[config.mk]
export PLATFORM = sky130hd
export DESIGN_NAME = majority_vote_button_debouncer
export DESIGN_NICKNAME = d
export VERILOG_FILES = /design/src/rtl/core/mvbd_pkg.sv /design/src/rtl/core/majority_vote_button_debouncer.sv /design/src/rtl/core/mvbd_in_reg.sv /design/src/rtl/core/mvbd_lane.sv
export SDC_FILE = /design/constraint.sdc
export NUM_CORES = 1
export LEC_CHECK = 0
export BUFFER_PORTS_ARGS = -buffer_cell sky130_fd_sc_hd__buf_2
export CAP_MARGIN = 20
export CORE_ASPECT_RATIO = 1.1
export CORE_UTILIZATION = 45
export DETAILED_ROUTE_END_ITERATION = 6
export PLACE_DENSITY_LB_ADDON = 0.05
export SYNTH_ARGS = -nofsm -noshare
export SYNTH_HDL_FRONTEND = slang
export SYNTH_SLANG_ARGS = --single-unit
export TNS_END_PERCENT = 30
[constraint.sdc]
create_clock -name clk -period 2.85 [get_ports clk]
set_clock_uncertainty 0.2 [all_clocks]
set_input_delay 0.4275 -clock clk [delete_from_list [all_inputs] [get_ports clk]]
set_output_delay 0.4275 -clock clk [all_outputs]
set_load 0.1 [all_outputs]
[src/rtl/core/mvbd_pkg.sv]
package mvbd_pkg;

  localparam int DEF_NUM_BUTTONS   = 2;
  localparam int DEF_SAMPLE_WINDOW = 8;

  typedef enum logic [1:0] {
    OP_EDGE  = 2'd0,
    OP_TICK  = 2'd1,
    OP_CLEAR = 2'd2
  } op_t;

  // per-button control derived from one item
  typedef struct packed {
    logic edge_hit;
    logic tick;
    logic pin;
    logic clr_hit;
  } lane_cmd_t;

  // per-button state after the update of one item
  typedef struct packed {
    logic active;
    logic level;
    logic evt;
    logic wake;
  } lane_status_t;

endpackage

[src/rtl/core/majority_vote_button_debouncer.sv]
// channel  | handshake           | payload
// input    | in_valid, in_ready  | opcode, edge_mask, pin_levels, clear_mask
// output   | out_valid, out_ready| stable_levels, press_events, busy_mask, wake
//
// one item per cycle while the output is not stalled; each item is held in the input register,
// then its per-button update is registered into the result register
// rst is synchronous: all buttons released, nothing busy, no events, counts zero
// a stalled output holds its result; the input register keeps taking items
// until it too is full, then in_ready drops
module majority_vote_button_debouncer import mvbd_pkg::*; #(
  parameter int NUM_BUTTONS   = DEF_NUM_BUTTONS,
  parameter int SAMPLE_WINDOW = DEF_SAMPLE_WINDOW
) (
  input  logic                   clk,
  input  logic                   rst,
  input  logic                   in_valid,
  output logic                   in_ready,
  input  logic [1:0]             opcode,
  input  logic [NUM_BUTTONS-1:0] edge_mask,
  input  logic [NUM_BUTTONS-1:0] pin_levels,
  input  logic [NUM_BUTTONS-1:0] clear_mask,
  output logic                   out_valid,
  input  logic                   out_ready,
  output logic [NUM_BUTTONS-1:0] stable_levels,
  output logic [NUM_BUTTONS-1:0] press_events,
  output logic [NUM_BUTTONS-1:0] busy_mask,
  output logic                   wake
);

  logic                   held_valid;
  op_t                    held_op;
  logic [NUM_BUTTONS-1:0] held_edge;
  logic [NUM_BUTTONS-1:0] held_pins;
  logic [NUM_BUTTONS-1:0] held_clear;
  logic                   advance;
  logic                   is_edge;
  logic                   is_tick;
  logic                   is_clear;
  lane_status_t           lane_next [NUM_BUTTONS];
  logic [NUM_BUTTONS-1:0] level_next;
  logic [NUM_BUTTONS-1:0] evt_next;
  logic [NUM_BUTTONS-1:0] active_next;
  logic [NUM_BUTTONS-1:0] wake_bits;

  assign advance = held_valid && (!out_valid || out_ready);

  mvbd_in_reg #(.NUM_BUTTONS(NUM_BUTTONS)) u_in_reg (
    .clk        (clk),
    .rst        (rst),
    .in_valid   (in_valid),
    .in_ready   (in_ready),
    .opcode     (opcode),
    .edge_mask  (edge_mask),
    .pin_levels (pin_levels),
    .clear_mask (clear_mask),
    .take       (advance),
    .held_valid (held_valid),
    .held_op    (held_op),
    .held_edge  (held_edge),
    .held_pins  (held_pins),
    .held_clear (held_clear)
  );

  always_comb begin
    is_edge  = 1'b0;
    is_tick  = 1'b0;
    is_clear = 1'b0;
    unique case (held_op)
      OP_EDGE:  is_edge  = 1'b1;
      OP_TICK:  is_tick  = 1'b1;
      OP_CLEAR: is_clear = 1'b1;
      default:  ;  // unused opcode leaves the state alone
    endcase
  end

  for (genvar b = 0; b < NUM_BUTTONS; b++) begin : g_lane
    lane_cmd_t cmd;

    assign cmd = '{edge_hit: is_edge && held_edge[b],
                   tick:     is_tick,
                   pin:      held_pins[b],
                   clr_hit:  is_clear && held_clear[b]};

    mvbd_lane #(.SAMPLE_WINDOW(SAMPLE_WINDOW)) u_lane (
      .clk         (clk),
      .rst         (rst),
      .step        (advance),
      .cmd         (cmd),
      .status_next (lane_next[b])
    );

    assign level_next[b]  = lane_next[b].level;
    assign evt_next[b]    = lane_next[b].evt;
    assign active_next[b] = lane_next[b].active;
    assign wake_bits[b]   = lane_next[b].wake;
  end

  always_ff @(posedge clk) begin
    if (rst) begin
      out_valid <= 1'b0;
    end else if (advance) begin
      out_valid <= 1'b1;
    end else if (out_ready) begin
      out_valid <= 1'b0;
    end
  end

  always_ff @(posedge clk) begin
    if (advance) begin
      stable_levels <= level_next;
      press_events  <= evt_next;
      busy_mask     <= active_next;
      wake          <= |wake_bits;
    end
  end

endmodule

[src/rtl/core/mvbd_in_reg.sv]
module mvbd_in_reg import mvbd_pkg::*; #(
  parameter int NUM_BUTTONS = DEF_NUM_BUTTONS
) (
  input  logic                   clk,
  input  logic                   rst,
  input  logic                   in_valid,
  output logic                   in_ready,
  input  logic [1:0]             opcode,
  input  logic [NUM_BUTTONS-1:0] edge_mask,
  input  logic [NUM_BUTTONS-1:0] pin_levels,
  input  logic [NUM_BUTTONS-1:0] clear_mask,
  input  logic                   take,
  output logic                   held_valid,
  output op_t                    held_op,
  output logic [NUM_BUTTONS-1:0] held_edge,
  output logic [NUM_BUTTONS-1:0] held_pins,
  output logic [NUM_BUTTONS-1:0] held_clear
);

  assign in_ready = !held_valid || take;

  always_ff @(posedge clk) begin
    if (rst) begin
      held_valid <= 1'b0;
    end else if (in_ready) begin
      held_valid <= in_valid;
    end
  end

  always_ff @(posedge clk) begin
    if (in_valid && in_ready) begin
      held_op    <= op_t'(opcode);
      held_edge  <= edge_mask;
      held_pins  <= pin_levels;
      held_clear <= clear_mask;
    end
  end

endmodule

[src/rtl/core/mvbd_lane.sv]
module mvbd_lane import mvbd_pkg::*; #(
  parameter int SAMPLE_WINDOW = DEF_SAMPLE_WINDOW
) (
  input  logic         clk,
  input  logic         rst,
  input  logic         step,
  input  lane_cmd_t    cmd,
  output lane_status_t status_next
);

  localparam int HALF  = SAMPLE_WINDOW / 2;
  localparam int CNT_W = $clog2(HALF + 2);
  localparam logic [CNT_W-1:0] HALF_C = CNT_W'(HALF);

  logic             active;
  logic             level;
  logic             evt;
  logic [CNT_W-1:0] lo_cnt;
  logic [CNT_W-1:0] hi_cnt;

  logic             sampling;
  logic [CNT_W-1:0] lo_inc;
  logic [CNT_W-1:0] hi_inc;
  logic             done;
  logic             press;
  logic             release_hit;
  logic             active_next;
  logic             level_next;
  logic             evt_next;
  logic [CNT_W-1:0] lo_cnt_next;
  logic [CNT_W-1:0] hi_cnt_next;

  always_comb begin
    sampling    = cmd.tick && active;
    lo_inc      = lo_cnt + CNT_W'(sampling && !cmd.pin);
    hi_inc      = hi_cnt + CNT_W'(sampling && cmd.pin);
    done        = sampling && ((lo_inc > HALF_C) || (hi_inc > HALF_C));
    // majority only flips the level when it disagrees with it
    press       = done && level && (lo_inc > hi_inc);
    release_hit = done && !level && (hi_inc > lo_inc);
    active_next = done ? 1'b0 : (active || cmd.edge_hit);
    level_next  = press ? 1'b0 : (release_hit ? 1'b1 : level);
    evt_next    = (evt && !cmd.clr_hit) || press;
    lo_cnt_next = done ? '0 : lo_inc;
    hi_cnt_next = done ? '0 : hi_inc;
    status_next = '{active: active_next, level: level_next, evt: evt_next, wake: press};
  end

  always_ff @(posedge clk) begin
    if (rst) begin
      active <= 1'b0;
      level  <= 1'b1;
      evt    <= 1'b0;
      lo_cnt <= '0;
      hi_cnt <= '0;
    end else if (step) begin
      active <= active_next;
      level  <= level_next;
      evt    <= evt_next;
      lo_cnt <= lo_cnt_next;
      hi_cnt <= hi_cnt_next;
    end
  end

endmodule

After elaboration in Yosys (flattened, before gate mapping)
Cells that the tools add are included.
{ "op_classes": {"reduce_logical": 43, "add_sub_neg": 4, "order_cmp": 8, "eq_ne": 2, "muxes": 15} }
{ "op_table": {"columns": ["op", "count"], "rows": [
  ["$logic_and 1x1->1", 24],
  ["$add 3x1->3", 4],
  ["$gt 3x3->1", 4],
  ["$gt 3x3->1 const B", 4],
  ["$mux 3", 4],
  ["$mux 1", 11],
  ["$logic_not 1->1", 8],
  ["$logic_or 1x1->1", 8],
  ["$eq 2x1->1 const B", 1],
  ["$eq 2x2->1 const B", 1],
  ["$logic_not 2->1", 1],
  ["$reduce_bool 2->1", 1],
  ["$reduce_or 2->1", 1]
]} }
{ "word_totals": {"word_cells": 92, "input_bits": 12, "output_inout_bits": 9, "regBits": 35} }

Longest topological paths before layout
{ "depth": {"ltp_word": 12, "mapped_depth": 11, "ltp_nobuf": 10} }

Cells and area by module
Synthesis repeated with hierarchy kept, for this count alone.
{ "unflattened": {"cells_unflattened": 181, "area_unflattened_um2": 1926.8} }
{ "by_module_without_submodules": {"columns": ["mod", "instances", "seq_area_each_um2", "cells_per_inst", "area_per_inst_um2"], "rows": [
  ["mvbd_lane", 2, 180.2, 75, 660.6],
  ["majority_vote_button_debouncer", 1, 230.2, 18, 310.3],
  ["mvbd_in_reg", 1, 260.2, 13, 295.3]
]} }

Least setup slack after synthesis
No wires, ideal clock.
{ "synth_path": {"path_kind": "register to register", "start": "reg u_in_reg.held_op[1]", "end": "reg wake, data pin", "setup_ps": 269, "setup_slack_ps": -9, "synth_period_minus_slack_ps": 2859, "path_stages_with_launch": 12, "required_time_ps": 2381, "t_arrival_ps": 2389, "n_path_buf": 1, "cell_sequence": "edfxtp_1 -> and3b_1 -> clkbuf_1 -> nor2b_1 -> ha_1 -> ha_1 -> xor2_1 -> ha_1 -> nor3b_1 -> a311o_1 -> nand2_1 -> o22ai_1"} }
{ "synth_via": {"elab_chain_len": 11, "elab_cells_between_ends": 27, "cone_classes": "4 x add/sub; 6 x order compare; 1 x eq/ne; 1 x mux; 15 x reduce/logical"} }
{ "synth_lines": {"columns": ["item", "line_no", "source"], "rows": [
  ["start, declared", "mvbd_in_reg.sv:14", "output op_t held_op,"],
  ["start signal, assigned", "mvbd_in_reg.sv:32", "held_op <= op_t'(opcode);"],
  ["$eq 2x1->1 *", "majority_vote_button_debouncer.sv:68", "unique case (held_op)"],
  ["$mux 1 *", "majority_vote_button_debouncer.sv:68", null],
  ["$logic_and 1x1->1", "mvbd_lane.sv:34", "sampling = cmd.tick && active;"],
  ["$logic_and 1x1->1, on equally long branches", "mvbd_lane.sv:35, mvbd_lane.sv:36", null],
  ["$add 3x1->3, on equally long branches", "mvbd_lane.sv:35, mvbd_lane.sv:36", null],
  ["$gt 3x3->1", "mvbd_lane.sv:37", "done = sampling && ((lo_inc > HALF_C) || (hi_inc > HALF_C));"],
  ["$logic_or 1x1->1", "mvbd_lane.sv:37", null],
  ["$logic_and 1x1->1", "mvbd_lane.sv:37", null],
  ["$logic_and 1x1->1 (2 in series)", "mvbd_lane.sv:39", "press = done && level && (lo_inc > hi_inc);"],
  ["$reduce_or 2->1 *", "majority_vote_button_debouncer.sv:113", "wake <= |wake_bits;"],
  ["end signal, assigned", "majority_vote_button_debouncer.sv:113", null],
  ["end, declared", "majority_vote_button_debouncer.sv:27", "output logic wake"]
]} }
Mark *: on every way between the ends. The rest lies on a longest branch, timed or not.
A chain may end at the register's enable or synchronous reset.

Worst setup path after layout
{ "layout_path": {"start": "reg u_in_reg.held_op[1]", "end": "reg g_lane[0].u_lane.level"} }
{ "layout_via": {"elab_chain_len": 12, "elab_cells_between_ends": 19, "cone_classes": "2 x add/sub; 4 x order compare; 1 x eq/ne; 3 x mux; 9 x reduce/logical"} }
{ "layout_lines": {"columns": ["item", "line_no", "source"], "rows": [
  ["$eq 2x1->1 *", "majority_vote_button_debouncer.sv:68", null],
  ["$mux 1 *", "majority_vote_button_debouncer.sv:68", null],
  ["$logic_and 1x1->1 *", "mvbd_lane.sv:34", null],
  ["$logic_and 1x1->1, on equally long branches", "mvbd_lane.sv:35, mvbd_lane.sv:36", null],
  ["$add 3x1->3, on equally long branches", "mvbd_lane.sv:35, mvbd_lane.sv:36", null],
  ["$gt 3x3->1", "mvbd_lane.sv:37", null],
  ["$logic_or 1x1->1", "mvbd_lane.sv:37", null],
  ["$logic_and 1x1->1", "mvbd_lane.sv:37", null],
  ["$logic_and 1x1->1 (2 in series)", "mvbd_lane.sv:40", "release_hit = done && !level && (hi_inc > lo_inc);"],
  ["$mux 1", "mvbd_lane.sv:42", "level_next = press ? 1'b0 : (release_hit ? 1'b1 : level);"],
  ["$mux 1 *", "mvbd_lane.sv:42", null],
  ["end signal, assigned", "mvbd_lane.sv:58", "level <= level_next;"],
  ["end, declared", "mvbd_lane.sv:16", "logic level;"]
]} }
Marks and branches as above.

==> impl_metrics.json <==
{
  "p_leak_nw": 0.829,
  "p_seq_share_pct": 55.5,
  "hold_viol": 0,
  "synth_edf_count": 15,
  "dp_hpwl_mm": 2.92,
  "ys.flop_type": "dfxtp_1",
  "grt_pass1_vias": 1426,
  "drc": 0,
  "max-slew-margin-rel_pct": 59.2,
  "grt_max_degree": 23,
  "p_int_uw": 725,
  "max_cap_violations": 0,
  "required_ns": 2.83,
  "wl_per_cell_microns": 15.5,
  "cts_tree": "yes",
  "fp.dieH_microns": 68.5,
  "final_cell_count_no_fill": 264,
  "antenna_found_initial": 0,
  "critPathCaptureType": "flop",
  "vias": 1494,
  "cp_common_cell": "ha_4",
  "syn_avg_cell_area_sq_um": 9.95,
  "rows": 23,
  "grt_setup_unrepaired": "true",
  "fp.dieW_microns": 62.5,
  "ys_warn_count": 0,
  "cts_sinks": 35,
  "clock_latency_ns": 0.29,
  "synthesis.nets": 206,
  "via_per_inst": 5.66,
  "htreeDepth": 2,
  "ys_ff_latch": 35,
  "ys_seq_area_share_pct": 47.0,
  "rr_startpoint": "u_in_reg.held_op[1]",
  "sw_frac_of_total_pct": 26.0,
  "ys_types": 47,
  "holdWs_ns": 0.105,
  "place_congestion": 0.875,
  "n_antenna_cell": 0,
  "nets": 237,
  "period_needed_ns": 2.82,
  "critPathMaxStageDelay_ns": 0.42,
  "synth_area_sq_um": 1810,
  "clkPwrFrac_pct": 36.2,
  "timing.fmax_mhz": 354,
  "cp.buffers_inverters": 0,
  "grt_first_pass_wirelength_mm": 6.65,
  "status": "complete, no violations",
  "crit_type": "reg2reg",
  "drt_iter0_drc": 113,
  "placeableCoreArea_sq_um": 3740,
  "path_max_fanout": 4,
  "io_pins": 21,
  "hold_class": "in2reg",
  "firstDrtPassIters": 4,
  "worstSetupStartpoint": "u_in_reg.held_op[1]",
  "portBuffers": 20,
  "ir_worst_vdd_mv": 0.304,
  "hold_path.startpoint": "clear_mask[0]",
  "fin_crit_sh_pct": 99.1,
  "cts_buffers": 5,
  "nFillCells": 333,
  "cp_data_arrival_time_ns": 2.80,
  "drive_gt1_share_pct": 27.1,
  "path_cells": "nand3b_1 -> nor2_1 -> ha_2 -> ha_4 -> xor2_4 -> ha_4 -> nand3_1 -> nand2_1 -> or4_1 -> a221o_1",
  "syn_inst": 182,
  "tightest_slew_ns": 0.608,
  "clk_pin_slew_worst_paths_ns": 0.08,
  "die-area_sq_um": 4280,
  "wl_mm": 4.11,
  "setup_viol": 0,
  "clockBufferDepth": 2,
  "synthArstFlopShare_pct": 0,
  "grt.overflow.total": 0,
  "slowest_stage": "or4_1",
  "place_inst": 252,
  "slew_violations": 0,
  "clockRootBuffer": "clkbuf_8",
  "ant_nets": 0,
  "power.switching_uw": 255,
  "powerDensity_nw_per_um2": 444,
  "p_comb_share_pct": 8.3,
  "area_growth_pct": 21.9,
  "critical-path-top-delay-family": "simple AND/OR/NAND/NOR gates",
  "setup.worst_path.start_class": "flop",
  "start_util_pct": 48.4,
  "grt.total_usage_pct": 20.6
}
-- Yosys cell counts, types with 2 or more instances --
cell type	n	share of area, %
dfxtp_1	20	22
nand2_1	20	4.1
edfxtp_1	15	25
a21oi_1	13	3.6
nor2_1	13	2.7
ha_1	12	8.3
o21ai_0	9	2.5
inv_1	8	1.7
o211ai_1	6	2.5
nand4_1	5	1.7
nor2b_1	5	1.7
clkbuf_1	4	0.83
nand2b_1	3	1.0
xnor2_1	3	1.5
xor2_1	3	1.5
a211o_1	2	0.97
a221o_1	2	1.1
a31oi_1	2	0.69
and2_1	2	0.69
nand3_1	2	0.55
nand4b_1	2	0.97
nor3_1	2	0.55
nor3b_1	2	0.83
nor4_1	2	0.69
o211a_1	2	1.1
or2_2	2	0.69
-- metal layers --
metal  up-vias  global-route usage [%]  routed length, microns
li1        739                       -                       -
met1       695                    24.1                    1790
met2        52                    36.0                    2060
met3         8                    4.61                     165
met4         0                    11.0                      87
met5         -                       0                       0
-- stage by stage --
stage	util (%)	area, sq um	setup slack, ns	TNS [ns]	power (mW)
final	59.0	2210	0.0271	0	0.980
after global routing	59.0	2210	-0.0627	-0.0659	1.02
after floorplan	-	1810	0.0373	0	0.610
after CTS	55.7	2080	0.00271	0	0.989
after global placement	52.9	1980	0.0207	0	0.633
after detailed placement	52.9	1980	-0.0796	-0.150	0.634
-- cell type report --
class / instances / area, sq um / area share (%)
Clock inverter: 3 / 20.0 / 0.907
Sequential cell: 35 / 851 / 38.5
Inverter: 8 / 30.0 / 1.36
Clock buffer: 5 / 68.8 / 3.12
Tap cell: 50 / 62.6 / 2.83
Timing Repair Buffer: 31 / 183 / 8.28
Multi-Input combinational cell: 132 / 992 / 45.0
-- timing repair --
item / in CTS / in global routing
endpoints found under the setup margin: 3 / 7
buffers inserted: 1 / 3
pin swaps: 1 / 7
hold buffers: 0 / 0
resized for setup: 1 / 18
-- cell families after synthesis --
| logic type | after synthesis | synth area share [%] |
|---|---|---|
| compound gates | 47 | 17.8 |
| xor+xnor | 7 | 3.80 |
| simple gates | 66 | 18.8 |
| flops | 35 | 47.0 |
| fa+ha+maj | 12 | 8.29 |
| buf+inv | 15 | 4.28 |
-- placed cells by master, fill, tap and decap left out, drive strengths merged, types with 2 or more instances in the layout --
| cell type | instances |
|---|---|
| or2 | 2 |
| o21ai | 9 |
| buf | 31 |
| clkbuf | 5 |
| inv | 8 |
| xnor2 | 3 |
| o211ai | 6 |
| xor2 | 4 |
| o211a | 2 |
| nor3b | 2 |
| nor2b | 5 |
| nand4 | 5 |
| nand3 | 2 |
| a31oi | 2 |
| nand2b | 3 |
| and2 | 2 |
| edfxtp | 15 |
| a21oi | 13 |
| ha | 12 |
| nand4b | 2 |
| nor2 | 13 |
| clkinvlp | 2 |
| a211o | 2 |
| dfxtp | 20 |
| nor3 | 2 |
| a221o | 2 |
| nand2 | 20 |
| nor4 | 2 |
-- path summary, 6_finish.rpt --
| check | end | slack (ns) | cells after the start |
|---|---|---|---|
| setup / recovery | g_lane[0].u_lane.level | 0.03 | 10 |
| hold / removal | u_in_reg.held_clear[0] | 0.10 | 1 |
| setup reg to reg | g_lane[0].u_lane.level | 0.03 | 10 |
| hold reg to reg | g_lane[1].u_lane.lo_cnt[0] | 0.26 | 2 |
-- flip-flops by register name, indices dropped and copies added (netlist names) --
register	flops
u_in_reg.held_clear	2
stable_levels	2
g_lane.u_lane.hi_cnt	6
u_in_reg.held_valid	1
out_valid	1
g_lane.u_lane.lo_cnt	6
press_events	2
g_lane.u_lane.evt	2
busy_mask	2
wake	1
g_lane.u_lane.active	2
u_in_reg.held_pins	2
u_in_reg.held_op	2
g_lane.u_lane.level	2
u_in_reg.held_edge	2
-- power by group through the flow --
stage | sequential [mW] | clock, mW | combinational, mW
2_1_floorplan | 0.579 | 0 | 0.0310
3_3_place_gp | 0.554 | 0 | 0.0787
3_5_place_dp | 0.555 | 0 | 0.0796
4_1_cts | 0.543 | 0.365 | 0.0800
5_1_grt | 0.545 | 0.383 | 0.0883
6_report | 0.544 | 0.355 | 0.0816
Power figures use the tool's default switching activity.
